==> src/rtl/cbqm_pkg.sv <==
// ============================================================================
// cbqm_pkg
// Shared types and constants for the contiguous buffer queue manager.
// ============================================================================
package cbqm_pkg;

    localparam int UNITS     = 64;
    localparam int QUEUES    = 4;
    localparam int UNIT_W    = $clog2(UNITS);
    localparam int CNT_W     = $clog2(UNITS + 1);
    localparam int QID_W     = 2;
    localparam int LEN_W     = 16;
    localparam int USZ_W     = 11;
    localparam int UIU_W     = 7;
    localparam int DIVD_W    = LEN_W + 1;
    localparam int DIV_STEPS = DIVD_W;
    localparam int DCNT_W    = $clog2(DIV_STEPS + 1);
    localparam int USZ_MAX   = 1024;

    localparam logic [2:0] CMD_CONNECT    = 3'd0;
    localparam logic [2:0] CMD_DISCONNECT = 3'd1;
    localparam logic [2:0] CMD_WRITE      = 3'd2;
    localparam logic [2:0] CMD_READ       = 3'd3;
    localparam logic [2:0] CMD_CLEAR      = 3'd4;
    localparam logic [2:0] CMD_UNBLK_RD   = 3'd5;
    localparam logic [2:0] CMD_UNBLK_WR   = 3'd6;

    localparam logic [2:0] ST_OK            = 3'd0;
    localparam logic [2:0] ST_NOT_CONNECTED = 3'd1;
    localparam logic [2:0] ST_NO_SPACE      = 3'd2;
    localparam logic [2:0] ST_NO_DATA       = 3'd3;
    localparam logic [2:0] ST_MUST_WAIT     = 3'd4;
    localparam logic [2:0] ST_BAD_LENGTH    = 3'd5;

    localparam logic [2:0] REG_UNIT_SIZE    = 3'd0;
    localparam logic [2:0] REG_UNITS_IN_USE = 3'd4;

    typedef enum logic [3:0] {
        S_IDLE,
        S_EXEC,
        S_DIV,
        S_SCAN,
        S_MARK,
        S_COMMIT,
        S_FETCH,
        S_NODE,
        S_FREE,
        S_DONE
    } state_t;

    typedef enum logic [1:0] {
        P_DONE,
        P_WRITE,
        P_WALK
    } path_t;

    typedef struct packed {
        logic latch;
        logic exec;
        logic div_step;
        logic scan_step;
        logic mark_step;
        logic commit;
        logic walk_fin;
        logic node;
        logic free_step;
    } ctrl_cmd_t;

    typedef struct packed {
        path_t path;
        logic  div_done;
        logic  scan_miss;
        logic  scan_hit;
        logic  mark_end;
        logic  walk_end;
        logic  node_free;
        logic  free_end;
        logic  walk_more;
    } dp_stat_t;

endpackage

==> src/rtl/cbqm_ctrl.sv <==
// ============================================================================
// cbqm_ctrl
// Sequencer: steps one command transaction through divide, scan, mark,
// commit, queue walk and unit free phases.
// ============================================================================
module cbqm_ctrl (
    input  logic                clk,
    input  logic                rst_n,
    input  logic                cmd_valid,
    output logic                cmd_ready,
    input  logic                slot_free,
    output logic                load_rsp,
    input  cbqm_pkg::dp_stat_t  stat,
    output cbqm_pkg::ctrl_cmd_t cmd
);
    import cbqm_pkg::*;

    state_t state_reg;
    state_t state_next;

    always_ff @(posedge clk or negedge rst_n)
    begin
        if (!rst_n)
        begin
            state_reg <= S_IDLE;
        end
        else
        begin
            state_reg <= state_next;
        end
    end

    always_comb
    begin
        state_next = state_reg;
        cmd        = '0;
        cmd_ready  = 1'b0;
        load_rsp   = 1'b0;
        unique case (state_reg)
            S_IDLE:
            begin
                cmd_ready = 1'b1;
                if (cmd_valid)
                begin
                    cmd.latch  = 1'b1;
                    state_next = S_EXEC;
                end
            end
            S_EXEC:
            begin
                cmd.exec = 1'b1;
                unique case (stat.path)
                    P_WRITE: state_next = S_DIV;
                    P_WALK:  state_next = S_FETCH;
                    default: state_next = S_DONE;
                endcase
            end
            S_DIV:
            begin
                if (stat.div_done)
                begin
                    state_next = S_SCAN;
                end
                else
                begin
                    cmd.div_step = 1'b1;
                end
            end
            S_SCAN:
            begin
                cmd.scan_step = 1'b1;
                if (stat.scan_miss)
                begin
                    state_next = S_DONE;
                end
                else if (stat.scan_hit)
                begin
                    state_next = S_MARK;
                end
            end
            S_MARK:
            begin
                if (stat.mark_end)
                begin
                    state_next = S_COMMIT;
                end
                else
                begin
                    cmd.mark_step = 1'b1;
                end
            end
            S_COMMIT:
            begin
                cmd.commit = 1'b1;
                state_next = S_DONE;
            end
            S_FETCH:
            begin
                if (stat.walk_end)
                begin
                    cmd.walk_fin = 1'b1;
                    state_next   = S_DONE;
                end
                else
                begin
                    state_next = S_NODE;
                end
            end
            S_NODE:
            begin
                cmd.node   = 1'b1;
                state_next = stat.node_free ? S_FREE : S_FETCH;
            end
            S_FREE:
            begin
                if (stat.free_end)
                begin
                    state_next = stat.walk_more ? S_FETCH : S_DONE;
                end
                else
                begin
                    cmd.free_step = 1'b1;
                end
            end
            S_DONE:
            begin
                if (slot_free)
                begin
                    load_rsp   = 1'b1;
                    state_next = S_IDLE;
                end
            end
            default:
            begin
                state_next = S_IDLE;
            end
        endcase
    end

endmodule

==> src/rtl/cbqm_dp.sv <==
// ============================================================================
// cbqm_dp
// Datapath: unit bitmap, queue state, allocation memories, length divider,
// first-fit scan and result registers.
// ============================================================================
module cbqm_dp (
    input  logic                            clk,
    input  logic                            rst_n,
    input  cbqm_pkg::ctrl_cmd_t             cmd,
    output cbqm_pkg::dp_stat_t              stat,
    input  logic [2:0]                      command,
    input  logic [cbqm_pkg::QID_W-1:0]      queue_id,
    input  logic [cbqm_pkg::LEN_W-1:0]      byte_length,
    input  logic [cbqm_pkg::UNIT_W-1:0]     target_unit,
    input  logic                            may_block,
    input  logic [cbqm_pkg::USZ_W-1:0]      unit_size,
    input  logic [cbqm_pkg::UIU_W-1:0]      units_in_use,
    output logic [2:0]                      res_status,
    output logic [cbqm_pkg::UNIT_W-1:0]     res_start,
    output logic [cbqm_pkg::LEN_W-1:0]      res_length,
    output logic                            res_wake
);
    import cbqm_pkg::*;

    typedef struct packed {
        logic [LEN_W-1:0] bytes;
        logic [CNT_W-1:0] count;
    } meta_t;

    // Latched transaction
    logic [2:0]        cmd_reg;
    logic [QID_W-1:0]  q_reg;
    logic [LEN_W-1:0]  len_reg;
    logic [UNIT_W-1:0] tgt_reg;
    logic              blk_reg;

    // Queue state
    logic [UNITS-1:0]  taken_reg;
    logic [UNIT_W-1:0] head_reg [QUEUES];
    logic [UNIT_W-1:0] tail_reg [QUEUES];
    logic [CNT_W-1:0]  ent_reg  [QUEUES];
    logic [QUEUES-1:0] conn_reg;
    logic [QUEUES-1:0] rw_reg;
    logic [QUEUES-1:0] ww_reg;

    // Allocation memories
    meta_t             meta_mem [UNITS];
    logic [UNIT_W-1:0] link_mem [UNITS];
    meta_t             meta_rd_reg;
    logic [UNIT_W-1:0] link_rd_reg;

    // Divider / scan / walk / free
    logic [USZ_W:0]    rem_reg;
    logic [DIVD_W-1:0] quo_reg;
    logic [DCNT_W-1:0] dcnt_reg;
    logic [CNT_W-1:0]  idx_reg;
    logic [CNT_W-1:0]  run_reg;
    logic [UNIT_W-1:0] s_reg;
    logic [CNT_W-1:0]  mk_reg;
    logic [UNIT_W-1:0] u_reg;
    logic [UNIT_W-1:0] prev_reg;
    logic [CNT_W-1:0]  k_reg;
    logic [CNT_W-1:0]  cnt_reg;
    logic [UNIT_W-1:0] fbase_reg;
    logic [CNT_W-1:0]  fk_reg;
    logic [CNT_W-1:0]  fn_reg;

    logic [2:0]        st_reg;
    logic [UNIT_W-1:0] start_reg;
    logic [LEN_W-1:0]  olen_reg;
    logic              wake_reg;

    logic              qv;
    logic              conn;
    logic [USZ_W-1:0]  us;
    logic [CNT_W-1:0]  n_scan;
    logic [DIVD_W-1:0] dividend;
    logic [USZ_W:0]    dtry;
    logic [CNT_W-1:0]  run_next;
    logic [CNT_W:0]    fidx;
    logic              hit;
    logic [CNT_W-1:0]  ent_dec;
    logic [UNIT_W-1:0] mark_idx;

    assign qv   = (32'(q_reg) < QUEUES);
    assign conn = qv && conn_reg[q_reg];

    always_comb
    begin
        if (unit_size == '0)
        begin
            us = USZ_W'(1);
        end
        else if (unit_size > USZ_W'(USZ_MAX))
        begin
            us = USZ_W'(USZ_MAX);
        end
        else
        begin
            us = unit_size;
        end
        n_scan   = (units_in_use > UIU_W'(UNITS)) ? CNT_W'(UNITS) : CNT_W'(units_in_use);
        dividend = DIVD_W'(len_reg) + DIVD_W'(us) - DIVD_W'(1);
        dtry     = {rem_reg[USZ_W-1:0], quo_reg[DIVD_W-1]};
        run_next = taken_reg[idx_reg[UNIT_W-1:0]] ? '0 : run_reg + CNT_W'(1);
        fidx     = (CNT_W+1)'(fbase_reg) + (CNT_W+1)'(fk_reg);
        hit      = (cmd_reg == CMD_READ) || ((cmd_reg == CMD_CLEAR) && (u_reg == tgt_reg));
        ent_dec  = ent_reg[q_reg] - CNT_W'(1);
        mark_idx = UNIT_W'(s_reg + UNIT_W'(mk_reg));
    end

    always_comb
    begin
        stat.path = P_DONE;
        case (cmd_reg)
            CMD_DISCONNECT: stat.path = conn ? P_WALK : P_DONE;
            CMD_WRITE:      stat.path = (conn && len_reg != '0) ? P_WRITE : P_DONE;
            CMD_READ:       stat.path = (conn && ent_reg[q_reg] != '0) ? P_WALK : P_DONE;
            CMD_CLEAR:      stat.path = qv ? P_WALK : P_DONE;
            default:        stat.path = P_DONE;
        endcase
        stat.div_done  = (dcnt_reg == DCNT_W'(DIV_STEPS));
        stat.scan_miss = (idx_reg >= n_scan);
        stat.scan_hit  = !stat.scan_miss && ((DIVD_W'(run_next)) == quo_reg);
        stat.mark_end  = (mk_reg == quo_reg[CNT_W-1:0]);
        stat.walk_end  = (k_reg >= cnt_reg);
        stat.node_free = hit || (cmd_reg == CMD_DISCONNECT);
        stat.free_end  = (fk_reg >= fn_reg) || (fidx >= (CNT_W+1)'(UNITS));
        stat.walk_more = (cmd_reg == CMD_DISCONNECT);
    end

    // Memories: registered read at the current walk node
    always_ff @(posedge clk)
    begin
        meta_rd_reg <= meta_mem[u_reg];
        link_rd_reg <= link_mem[u_reg];
        if (cmd.commit)
        begin
            meta_mem[s_reg] <= '{bytes: len_reg, count: quo_reg[CNT_W-1:0]};
            if (ent_reg[q_reg] != '0)
            begin
                link_mem[tail_reg[q_reg]] <= s_reg;
            end
        end
        else if (cmd.node && hit && k_reg != '0)
        begin
            link_mem[prev_reg] <= link_rd_reg;
        end
    end

    // Working registers without reset
    always_ff @(posedge clk)
    begin
        if (cmd.latch)
        begin
            cmd_reg <= command;
            q_reg   <= queue_id;
            len_reg <= byte_length;
            tgt_reg <= target_unit;
            blk_reg <= may_block;
        end
        if (cmd.exec)
        begin
            rem_reg  <= '0;
            quo_reg  <= dividend;
            dcnt_reg <= '0;
            idx_reg  <= '0;
            run_reg  <= '0;
            u_reg    <= head_reg[q_reg];
            prev_reg <= '0;
            k_reg    <= '0;
            cnt_reg  <= ent_reg[q_reg];
        end
        if (cmd.div_step)
        begin
            dcnt_reg <= dcnt_reg + DCNT_W'(1);
            if (dtry >= (USZ_W+1)'(us))
            begin
                rem_reg <= dtry - (USZ_W+1)'(us);
                quo_reg <= {quo_reg[DIVD_W-2:0], 1'b1};
            end
            else
            begin
                rem_reg <= dtry;
                quo_reg <= {quo_reg[DIVD_W-2:0], 1'b0};
            end
        end
        if (cmd.scan_step && !stat.scan_miss)
        begin
            run_reg <= run_next;
            idx_reg <= idx_reg + CNT_W'(1);
            s_reg   <= UNIT_W'(idx_reg + CNT_W'(1) - quo_reg[CNT_W-1:0]);
            mk_reg  <= '0;
        end
        if (cmd.mark_step)
        begin
            mk_reg <= mk_reg + CNT_W'(1);
        end
        if (cmd.node)
        begin
            fbase_reg <= u_reg;
            fn_reg    <= meta_rd_reg.count;
            fk_reg    <= '0;
            if (!hit)
            begin
                u_reg <= link_rd_reg;
                k_reg <= k_reg + CNT_W'(1);
                if (cmd_reg == CMD_CLEAR)
                begin
                    prev_reg <= u_reg;
                end
            end
        end
        if (cmd.free_step)
        begin
            fk_reg <= fk_reg + CNT_W'(1);
        end
    end

    // Result registers
    always_ff @(posedge clk)
    begin
        if (cmd.exec)
        begin
            st_reg    <= ST_OK;
            start_reg <= '0;
            olen_reg  <= '0;
            wake_reg  <= 1'b0;
            case (cmd_reg)
                CMD_DISCONNECT:
                begin
                    if (!conn)
                    begin
                        st_reg <= ST_NOT_CONNECTED;
                    end
                    else
                    begin
                        wake_reg <= rw_reg[q_reg] | ww_reg[q_reg];
                    end
                end
                CMD_WRITE:
                begin
                    if (!conn)
                    begin
                        st_reg <= ST_NOT_CONNECTED;
                    end
                    else if (len_reg == '0)
                    begin
                        st_reg <= ST_BAD_LENGTH;
                    end
                end
                CMD_READ:
                begin
                    if (!conn)
                    begin
                        st_reg <= ST_NOT_CONNECTED;
                    end
                    else if (ent_reg[q_reg] == '0)
                    begin
                        st_reg <= blk_reg ? ST_MUST_WAIT : ST_NO_DATA;
                    end
                end
                CMD_UNBLK_RD:   wake_reg <= qv && rw_reg[q_reg];
                CMD_UNBLK_WR:   wake_reg <= qv && ww_reg[q_reg];
                default:        st_reg <= ST_OK;
            endcase
        end
        if (cmd.scan_step && stat.scan_miss)
        begin
            st_reg <= blk_reg ? ST_MUST_WAIT : ST_NO_SPACE;
        end
        if (cmd.commit)
        begin
            start_reg <= s_reg;
            wake_reg  <= rw_reg[q_reg];
        end
        if (cmd.node && hit)
        begin
            start_reg <= u_reg;
            wake_reg  <= ww_reg[q_reg];
            if (cmd_reg == CMD_READ)
            begin
                olen_reg <= meta_rd_reg.bytes;
            end
        end
    end

    // Control state with reset
    always_ff @(posedge clk or negedge rst_n)
    begin
        if (!rst_n)
        begin
            taken_reg <= '0;
            conn_reg  <= '0;
            rw_reg    <= '0;
            ww_reg    <= '0;
            for (int i = 0; i < QUEUES; i++)
            begin
                head_reg[i] <= '0;
                tail_reg[i] <= '0;
                ent_reg[i]  <= '0;
            end
        end
        else
        begin
            if (cmd.exec && qv)
            begin
                case (cmd_reg)
                    CMD_CONNECT:    conn_reg[q_reg] <= 1'b1;
                    CMD_DISCONNECT:
                    begin
                        if (conn)
                        begin
                            rw_reg[q_reg] <= 1'b0;
                            ww_reg[q_reg] <= 1'b0;
                        end
                    end
                    CMD_WRITE:      ww_reg[q_reg] <= 1'b0;
                    CMD_READ:
                    begin
                        rw_reg[q_reg] <= conn && ent_reg[q_reg] == '0 && blk_reg;
                    end
                    CMD_UNBLK_RD:   rw_reg[q_reg] <= 1'b0;
                    CMD_UNBLK_WR:   ww_reg[q_reg] <= 1'b0;
                    default:        conn_reg[q_reg] <= conn_reg[q_reg];
                endcase
            end
            if (cmd.scan_step && stat.scan_miss && blk_reg)
            begin
                ww_reg[q_reg] <= 1'b1;
            end
            if (cmd.mark_step)
            begin
                taken_reg[mark_idx] <= 1'b1;
            end
            if (cmd.commit)
            begin
                if (ent_reg[q_reg] == '0)
                begin
                    head_reg[q_reg] <= s_reg;
                end
                tail_reg[q_reg] <= s_reg;
                ent_reg[q_reg]  <= ent_reg[q_reg] + CNT_W'(1);
            end
            if (cmd.node && hit)
            begin
                ent_reg[q_reg] <= ent_dec;
                if (ent_dec == '0)
                begin
                    head_reg[q_reg] <= '0;
                    tail_reg[q_reg] <= '0;
                end
                else
                begin
                    if (k_reg == '0)
                    begin
                        head_reg[q_reg] <= link_rd_reg;
                    end
                    if (k_reg == cnt_reg - CNT_W'(1))
                    begin
                        tail_reg[q_reg] <= prev_reg;
                    end
                end
            end
            if (cmd.walk_fin && cmd_reg == CMD_DISCONNECT)
            begin
                ent_reg[q_reg]  <= '0;
                head_reg[q_reg] <= '0;
                tail_reg[q_reg] <= '0;
                conn_reg[q_reg] <= 1'b0;
            end
            if (cmd.free_step)
            begin
                taken_reg[fidx[UNIT_W-1:0]] <= 1'b0;
            end
        end
    end

    assign res_status = st_reg;
    assign res_start  = start_reg;
    assign res_length = olen_reg;
    assign res_wake   = wake_reg;

endmodule

==> src/rtl/contiguous_buffer_queue_manager.sv <==
// ============================================================================
// contiguous_buffer_queue_manager
// First-fit unit allocator for a buffer memory shared by several queues.
// ============================================================================
//  channel   | handshake            | payload
//  ----------+----------------------+-------------------------------------------
//  command   | cmd_valid/cmd_ready  | command queue_id byte_length target_unit
//            |                      | may_block
//  response  | rsp_valid/rsp_ready  | status start_unit out_length wake
//  config    | psel/penable/pready  | paddr pwdata prdata (APB)
//
//  One transaction at a time. A write divides the length by the unit
//  size, scans the units first-fit and, on a hit, marks the run of
//  units and commits it. Read, clear and disconnect walk the queue
//  node by node and free the units of each allocation they release.
//  The response register lets a new transaction enter while the last
//  response waits. Reset returns all queues empty and disconnected; no
//  clearing pass.
// ============================================================================
module contiguous_buffer_queue_manager (
    input  logic                            clk,
    input  logic                            rst_n,
    input  logic                            cmd_valid,
    output logic                            cmd_ready,
    input  logic [2:0]                      command,
    input  logic [cbqm_pkg::QID_W-1:0]      queue_id,
    input  logic [cbqm_pkg::LEN_W-1:0]      byte_length,
    input  logic [cbqm_pkg::UNIT_W-1:0]     target_unit,
    input  logic                            may_block,
    output logic                            rsp_valid,
    input  logic                            rsp_ready,
    output logic [2:0]                      status,
    output logic [cbqm_pkg::UNIT_W-1:0]     start_unit,
    output logic [cbqm_pkg::LEN_W-1:0]      out_length,
    output logic                            wake,
    input  logic                            psel,
    input  logic                            penable,
    input  logic                            pwrite,
    input  logic [2:0]                      paddr,
    input  logic [31:0]                     pwdata,
    output logic [31:0]                     prdata,
    output logic                            pready
);
    import cbqm_pkg::*;

    ctrl_cmd_t         cmd;
    dp_stat_t          stat;
    logic              load_rsp;
    logic              slot_free;
    logic [USZ_W-1:0]  usz_reg;
    logic [UIU_W-1:0]  uiu_reg;
    logic              rsp_valid_reg;
    logic [2:0]        res_status;
    logic [UNIT_W-1:0] res_start;
    logic [LEN_W-1:0]  res_length;
    logic              res_wake;
    logic [2:0]        status_reg;
    logic [UNIT_W-1:0] start_reg;
    logic [LEN_W-1:0]  length_reg;
    logic              wake_reg;

    assign pready    = 1'b1;
    assign slot_free = !rsp_valid_reg || rsp_ready;

    always_ff @(posedge clk or negedge rst_n)
    begin
        if (!rst_n)
        begin
            usz_reg <= USZ_W'(32);
            uiu_reg <= UIU_W'(UNITS);
        end
        else if (psel && penable && pwrite)
        begin
            if (paddr[2] == REG_UNITS_IN_USE[2])
            begin
                uiu_reg <= pwdata[UIU_W-1:0];
            end
            else
            begin
                usz_reg <= pwdata[USZ_W-1:0];
            end
        end
    end

    assign prdata = (paddr[2] == REG_UNITS_IN_USE[2]) ? 32'(uiu_reg) : 32'(usz_reg);

    always_ff @(posedge clk or negedge rst_n)
    begin
        if (!rst_n)
        begin
            rsp_valid_reg <= 1'b0;
        end
        else if (load_rsp)
        begin
            rsp_valid_reg <= 1'b1;
        end
        else if (rsp_ready)
        begin
            rsp_valid_reg <= 1'b0;
        end
    end

    always_ff @(posedge clk)
    begin
        if (load_rsp)
        begin
            status_reg <= res_status;
            start_reg  <= res_start;
            length_reg <= res_length;
            wake_reg   <= res_wake;
        end
    end

    assign rsp_valid  = rsp_valid_reg;
    assign status     = status_reg;
    assign start_unit = start_reg;
    assign out_length = length_reg;
    assign wake       = wake_reg;

    cbqm_ctrl u_ctrl (
        .clk       (clk),
        .rst_n     (rst_n),
        .cmd_valid (cmd_valid),
        .cmd_ready (cmd_ready),
        .slot_free (slot_free),
        .load_rsp  (load_rsp),
        .stat      (stat),
        .cmd       (cmd)
    );

    cbqm_dp u_dp (
        .clk          (clk),
        .rst_n        (rst_n),
        .cmd          (cmd),
        .stat         (stat),
        .command      (command),
        .queue_id     (queue_id),
        .byte_length  (byte_length),
        .target_unit  (target_unit),
        .may_block    (may_block),
        .unit_size    (usz_reg),
        .units_in_use (uiu_reg),
        .res_status   (res_status),
        .res_start    (res_start),
        .res_length   (res_length),
        .res_wake     (res_wake)
    );

endmodule
==> config.mk <==
export PLATFORM = sky130hd
export DESIGN_NAME = contiguous_buffer_queue_manager
export DESIGN_NICKNAME = d
export VERILOG_FILES = /design/src/rtl/cbqm_pkg.sv /design/src/rtl/cbqm_ctrl.sv /design/src/rtl/cbqm_dp.sv /design/src/rtl/contiguous_buffer_queue_manager.sv
export SDC_FILE = /design/constraint.sdc
export NUM_CORES = 2
export LEC_CHECK = 0
export BUFFER_PORTS_ARGS = -buffer_cell sky130_fd_sc_hd__buf_2
export CAP_MARGIN = 15
export CORE_MARGIN = 3
export CORE_UTILIZATION = 39
export CTS_CLUSTER_DIAMETER = 50
export DETAILED_ROUTE_END_ITERATION = 16
export PLACE_DENSITY_LB_ADDON = 0.12
export SLEW_MARGIN = 20
export SYNTH_ARGS = -nofsm -noshare
export SYNTH_HDL_FRONTEND = slang
export SYNTH_SLANG_ARGS = --single-unit
==> constraint.sdc <==
create_clock -name clk -period 5.9 [get_ports clk]
set_input_delay 0.59 -clock clk [delete_from_list [all_inputs] [get_ports clk]]
set_output_delay 0.59 -clock clk [all_outputs]
set_load 0.05 [all_outputs]
==> impl_metrics.ini <==
[critical_path]
cp-start-kind = register
crit_chain = nor2_1, nand2_1, o41a_1, buf_4, or4_1, mux2_4, or2_1, nand2b_1, nor2_1
critical-path-max-stage-delay_ps = 870
crit_path_top_delay_cell = sky130_fd_sc_hd__or4_1
path_common_cell = sky130_fd_sc_hd__nor2_1
endpoint_kind = register
r2r_setup_slack_ps = 1070
critPathRequiredTime_ps = 6400
critical_path_peak_fanout = 13
worstPathArrival_ps = 5330
critPathKind = reg -> reg

[sta]
layout_worst_path_cycle_share_pct = 81.8
final-setup-viol-count = 0
accumulated_negative_setup_slack_ps = 0
timing.hold.ws_ps = 309
timing.final.max_slew_violations = 0
max_slew.worst_pin.slew_ps = 1170
timing.clock.skew_ps = 44.4
maxClockFrequency_ghz = 0.207
final_period_minus_worst_setup_slack_ps = 4830
finalHoldViolations = 0
worst_rel_slew_slack_pct = 21.7
rsz0062_at_grt = no

[die]
row_count = 177
die_height_um = 491
core_mm2 = 0.233
num_io_pins = 131
design.die.area_mm2 = 0.241
die_w_um = 491
starting_density_of_the_core_pct = 39.3

[cells_and_area]
final.fill_count = 19900
area.growth.synth_to_final_pct = 16.1
layout-drive-gt1-share_pct = 26.4
finish.net_count = 5305
fin_area_mm2 = 0.107
largest_register_ffs = 1472

[placed_design]
place.port_buffers = 85
detailedPlacementHpwl_um = 139000
placed_cell_area_mm2 = 0.0966
place_congestion = 0.799

[synth]
synth.top_cells.by_area = sky130_fd_sc_hd__edfxtp_1 (66%), sky130_fd_sc_hd__mux4_2 (16%), sky130_fd_sc_hd__dfrtp_1 (4.7%), sky130_fd_sc_hd__dfxtp_1 (1.4%), sky130_fd_sc_hd__a21oi_1 (1.4%)
yosysTopAreaCellShare_pct = 65.7
synthFlopType = sky130_fd_sc_hd__edfxtp_1
synth_edf_count = 2007
syn_area_per_cell_um2 = 18.9
synth_largest_area_cell = sky130_fd_sc_hd__edfxtp_1
synthesis.instances = 4849
most_common_library_cells_after_synthesis = sky130_fd_sc_hd__edfxtp_1 (2,007), sky130_fd_sc_hd__mux4_2 (638), sky130_fd_sc_hd__nor2_1 (287)
async_reset_ff_share_pct = 7.79
synth.distinct_cells = 80
synthMostInstantiatedCell = sky130_fd_sc_hd__edfxtp_1
synth_seq_cells = 2246
syn-cell-area_mm2 = 0.0918
synth_seq_area_share_pct = 71.8
yosysWarningCount = 0

[clock_network]
post-cts-setup-buffer-count = 0
number_of_buffers_on_the_longest_clock_path = 4
worst_setup_hold_path_clk_slew_ps = 60
clk_latency_ps = 910
cts.root.buffer_cell = sky130_fd_sc_hd__clkbuf_16
htree_num_levels = 5
post_cts_resize_count = 0
cts.sink_count = 2246
cts_tree = built
cts_made_buffers = 290

[power]
cellLeakagePower_uw = 0.0347
sequentialPowerShare_pct = 38.4
power_per_cell_area_mw_per_mm2 = 490
power.net_switching_uw = 16300
power_frac_clock_pct = 32.9
power_report.internal_total_uw = 35900
vdd_ir_drop_max_uv = 394
power.switching_fraction_pct = 31.2
power.combinational.fraction_pct = 28.8

[route]
initialDrtViolationCount = 4637
drc = 0
route.vias.total = 47500
firstDrtPassIters = 5
detail-route-antenna-nets = 0
avgRoutedWirePerCell_um = 28.9
wirelength_um = 245000
vias_per_cell = 5.60

[hold_path]
timing.hold.worst.class = in -> async

[global_routing]
overall_overflow_remaining_after_global_route = 0
largest_net_degree_at_the_start_of_global_routing = 128
grt_antenna_before_repair = 10
first_pass_grt_wire_length_um = 354000
overall_fraction_of_global_route_tracks_in_use_pct = 20.1
first_global_vias = 48400

[status]
outcome = finished clean

[job]
drv.max_cap_violation_count = 0
final timing paths:
kind / start / end / depth (start not counted)
max: u_dp.cmd_reg[1]$_DFFE_PP_ / u_dp.link_mem[33][4]$_DFFE_PP_ / 9
min: rst_n / u_dp.taken_reg[42]$_DFF_PN0_ / 2
max reg2reg: u_dp.cmd_reg[1]$_DFFE_PP_ / u_dp.link_mem[33][4]$_DFFE_PP_ / 9
min reg2reg: u_dp.meta_rd_reg[2]$_DFF_P_ / u_dp.fn_reg[2]$_DFFE_PN_ / 0
max in group asynchronous: rst_n / usz_reg[1]$_DFFE_PN0P_ / 3
min in group clk: pwrite / uiu_reg[0]$_DFFE_PN0P_ / 3
cell families after synthesis:
| family | Yosys count | share of synthesized area [%] |
|---|---|---|
| fa+ha+maj | 94 | 1.32 |
| buf+inv | 371 | 1.70 |
| other cells | 2 | 0.00818 |
| mux | 727 | 16.7 |
| xor+xnor | 99 | 0.953 |
| compound gates | 555 | 3.65 |
| simple gates | 755 | 3.83 |
| flops | 2246 | 71.8 |
layout make-up:
type                       instances  area [um^2]  share of cell area [%]
sequential                      2246        66000                    61.9
multi-input combinational       2252        24900                    23.3
clock buffer                     353         7710                    7.24
tap                             3132         3920                    3.68
timing repair buffer             250         2130                    2.00
clock inverter                   143         1540                    1.45
inverter                         101          379                   0.356
antenna                            8         20.0                  0.0188
worst max-delay path, delay by kind of cell, from the launching register on:
| family | cells | cell delay [ps] |
|---|---|---|
| flip-flops | 1 | 550 |
| AND/OR/NAND/NOR | 6 | 2740 |
| buffers and inverters | 1 | 200 |
| AO/OA/AOI/OAI | 1 | 450 |
| multiplexers | 1 | 450 |
power groups by stage:
stage	sequential [uW]	combinational (uW)	clock, uW
floorplan	20400	9770	0
global placement	20300	15200	0
detailed placement	20300	15300	0
CTS	20000	15400	17500
global route	20100	16200	18200
finish	20000	15000	17200
layer usage:
| layer | share of wire [%] | wire length (um) | up-vias | GRT usage [%] |
|---|---|---|---|---|
| li1 | - | - | 20300 | - |
| met1 | 44 | 108000 | 25500 | 29.1 |
| met2 | 48 | 117000 | 1406 | 32.2 |
| met3 | 5.4 | 13300 | 394 | 2.87 |
| met4 | 2.4 | 5760 | 4 | 5.16 |
| met5 | 0.0065 | 16 | - | 0 |
placed cells by master (no fill, tap or decap), types with 58 or more instances in the layout:
cell type,synthesis,final
sky130_fd_sc_hd__dfrtp_1,173,173
sky130_fd_sc_hd__edfxtp_1,2007,2007
sky130_fd_sc_hd__nor2_1,287,224
sky130_fd_sc_hd__ha_1,89,89
sky130_fd_sc_hd__clkbuf_16,0,294
sky130_fd_sc_hd__mux4_2,638,638
sky130_fd_sc_hd__a21oi_1,252,252
sky130_fd_sc_hd__buf_2,16,84
sky130_fd_sc_hd__dfxtp_1,64,58
sky130_fd_sc_hd__o21ai_0,97,97
sky130_fd_sc_hd__buf_4,24,101
sky130_fd_sc_hd__inv_1,101,101
sky130_fd_sc_hd__nand2_1,182,182
timing repair:
action                                 CTS  global route
hold buffers                            41             0
setup endpoints to repair                0             0
endpoints found under the hold margin  141             0
through the flow:
step | instances | utilization [%] | total power [uW] | setup WS (ps)
floorplan | 4869 | - | 30200 | 1550
global placement | 7924 | 41.3 | 35500 | 1220
detailed placement | 7932 | 41.4 | 35600 | 1160
CTS | 8469 | 45.5 | 52900 | 1100
global route | 8479 | 45.6 | 54400 | 962
finish | 8485 | 45.6 | 52200 | 1070
Power figures use the tool's default switching activity.
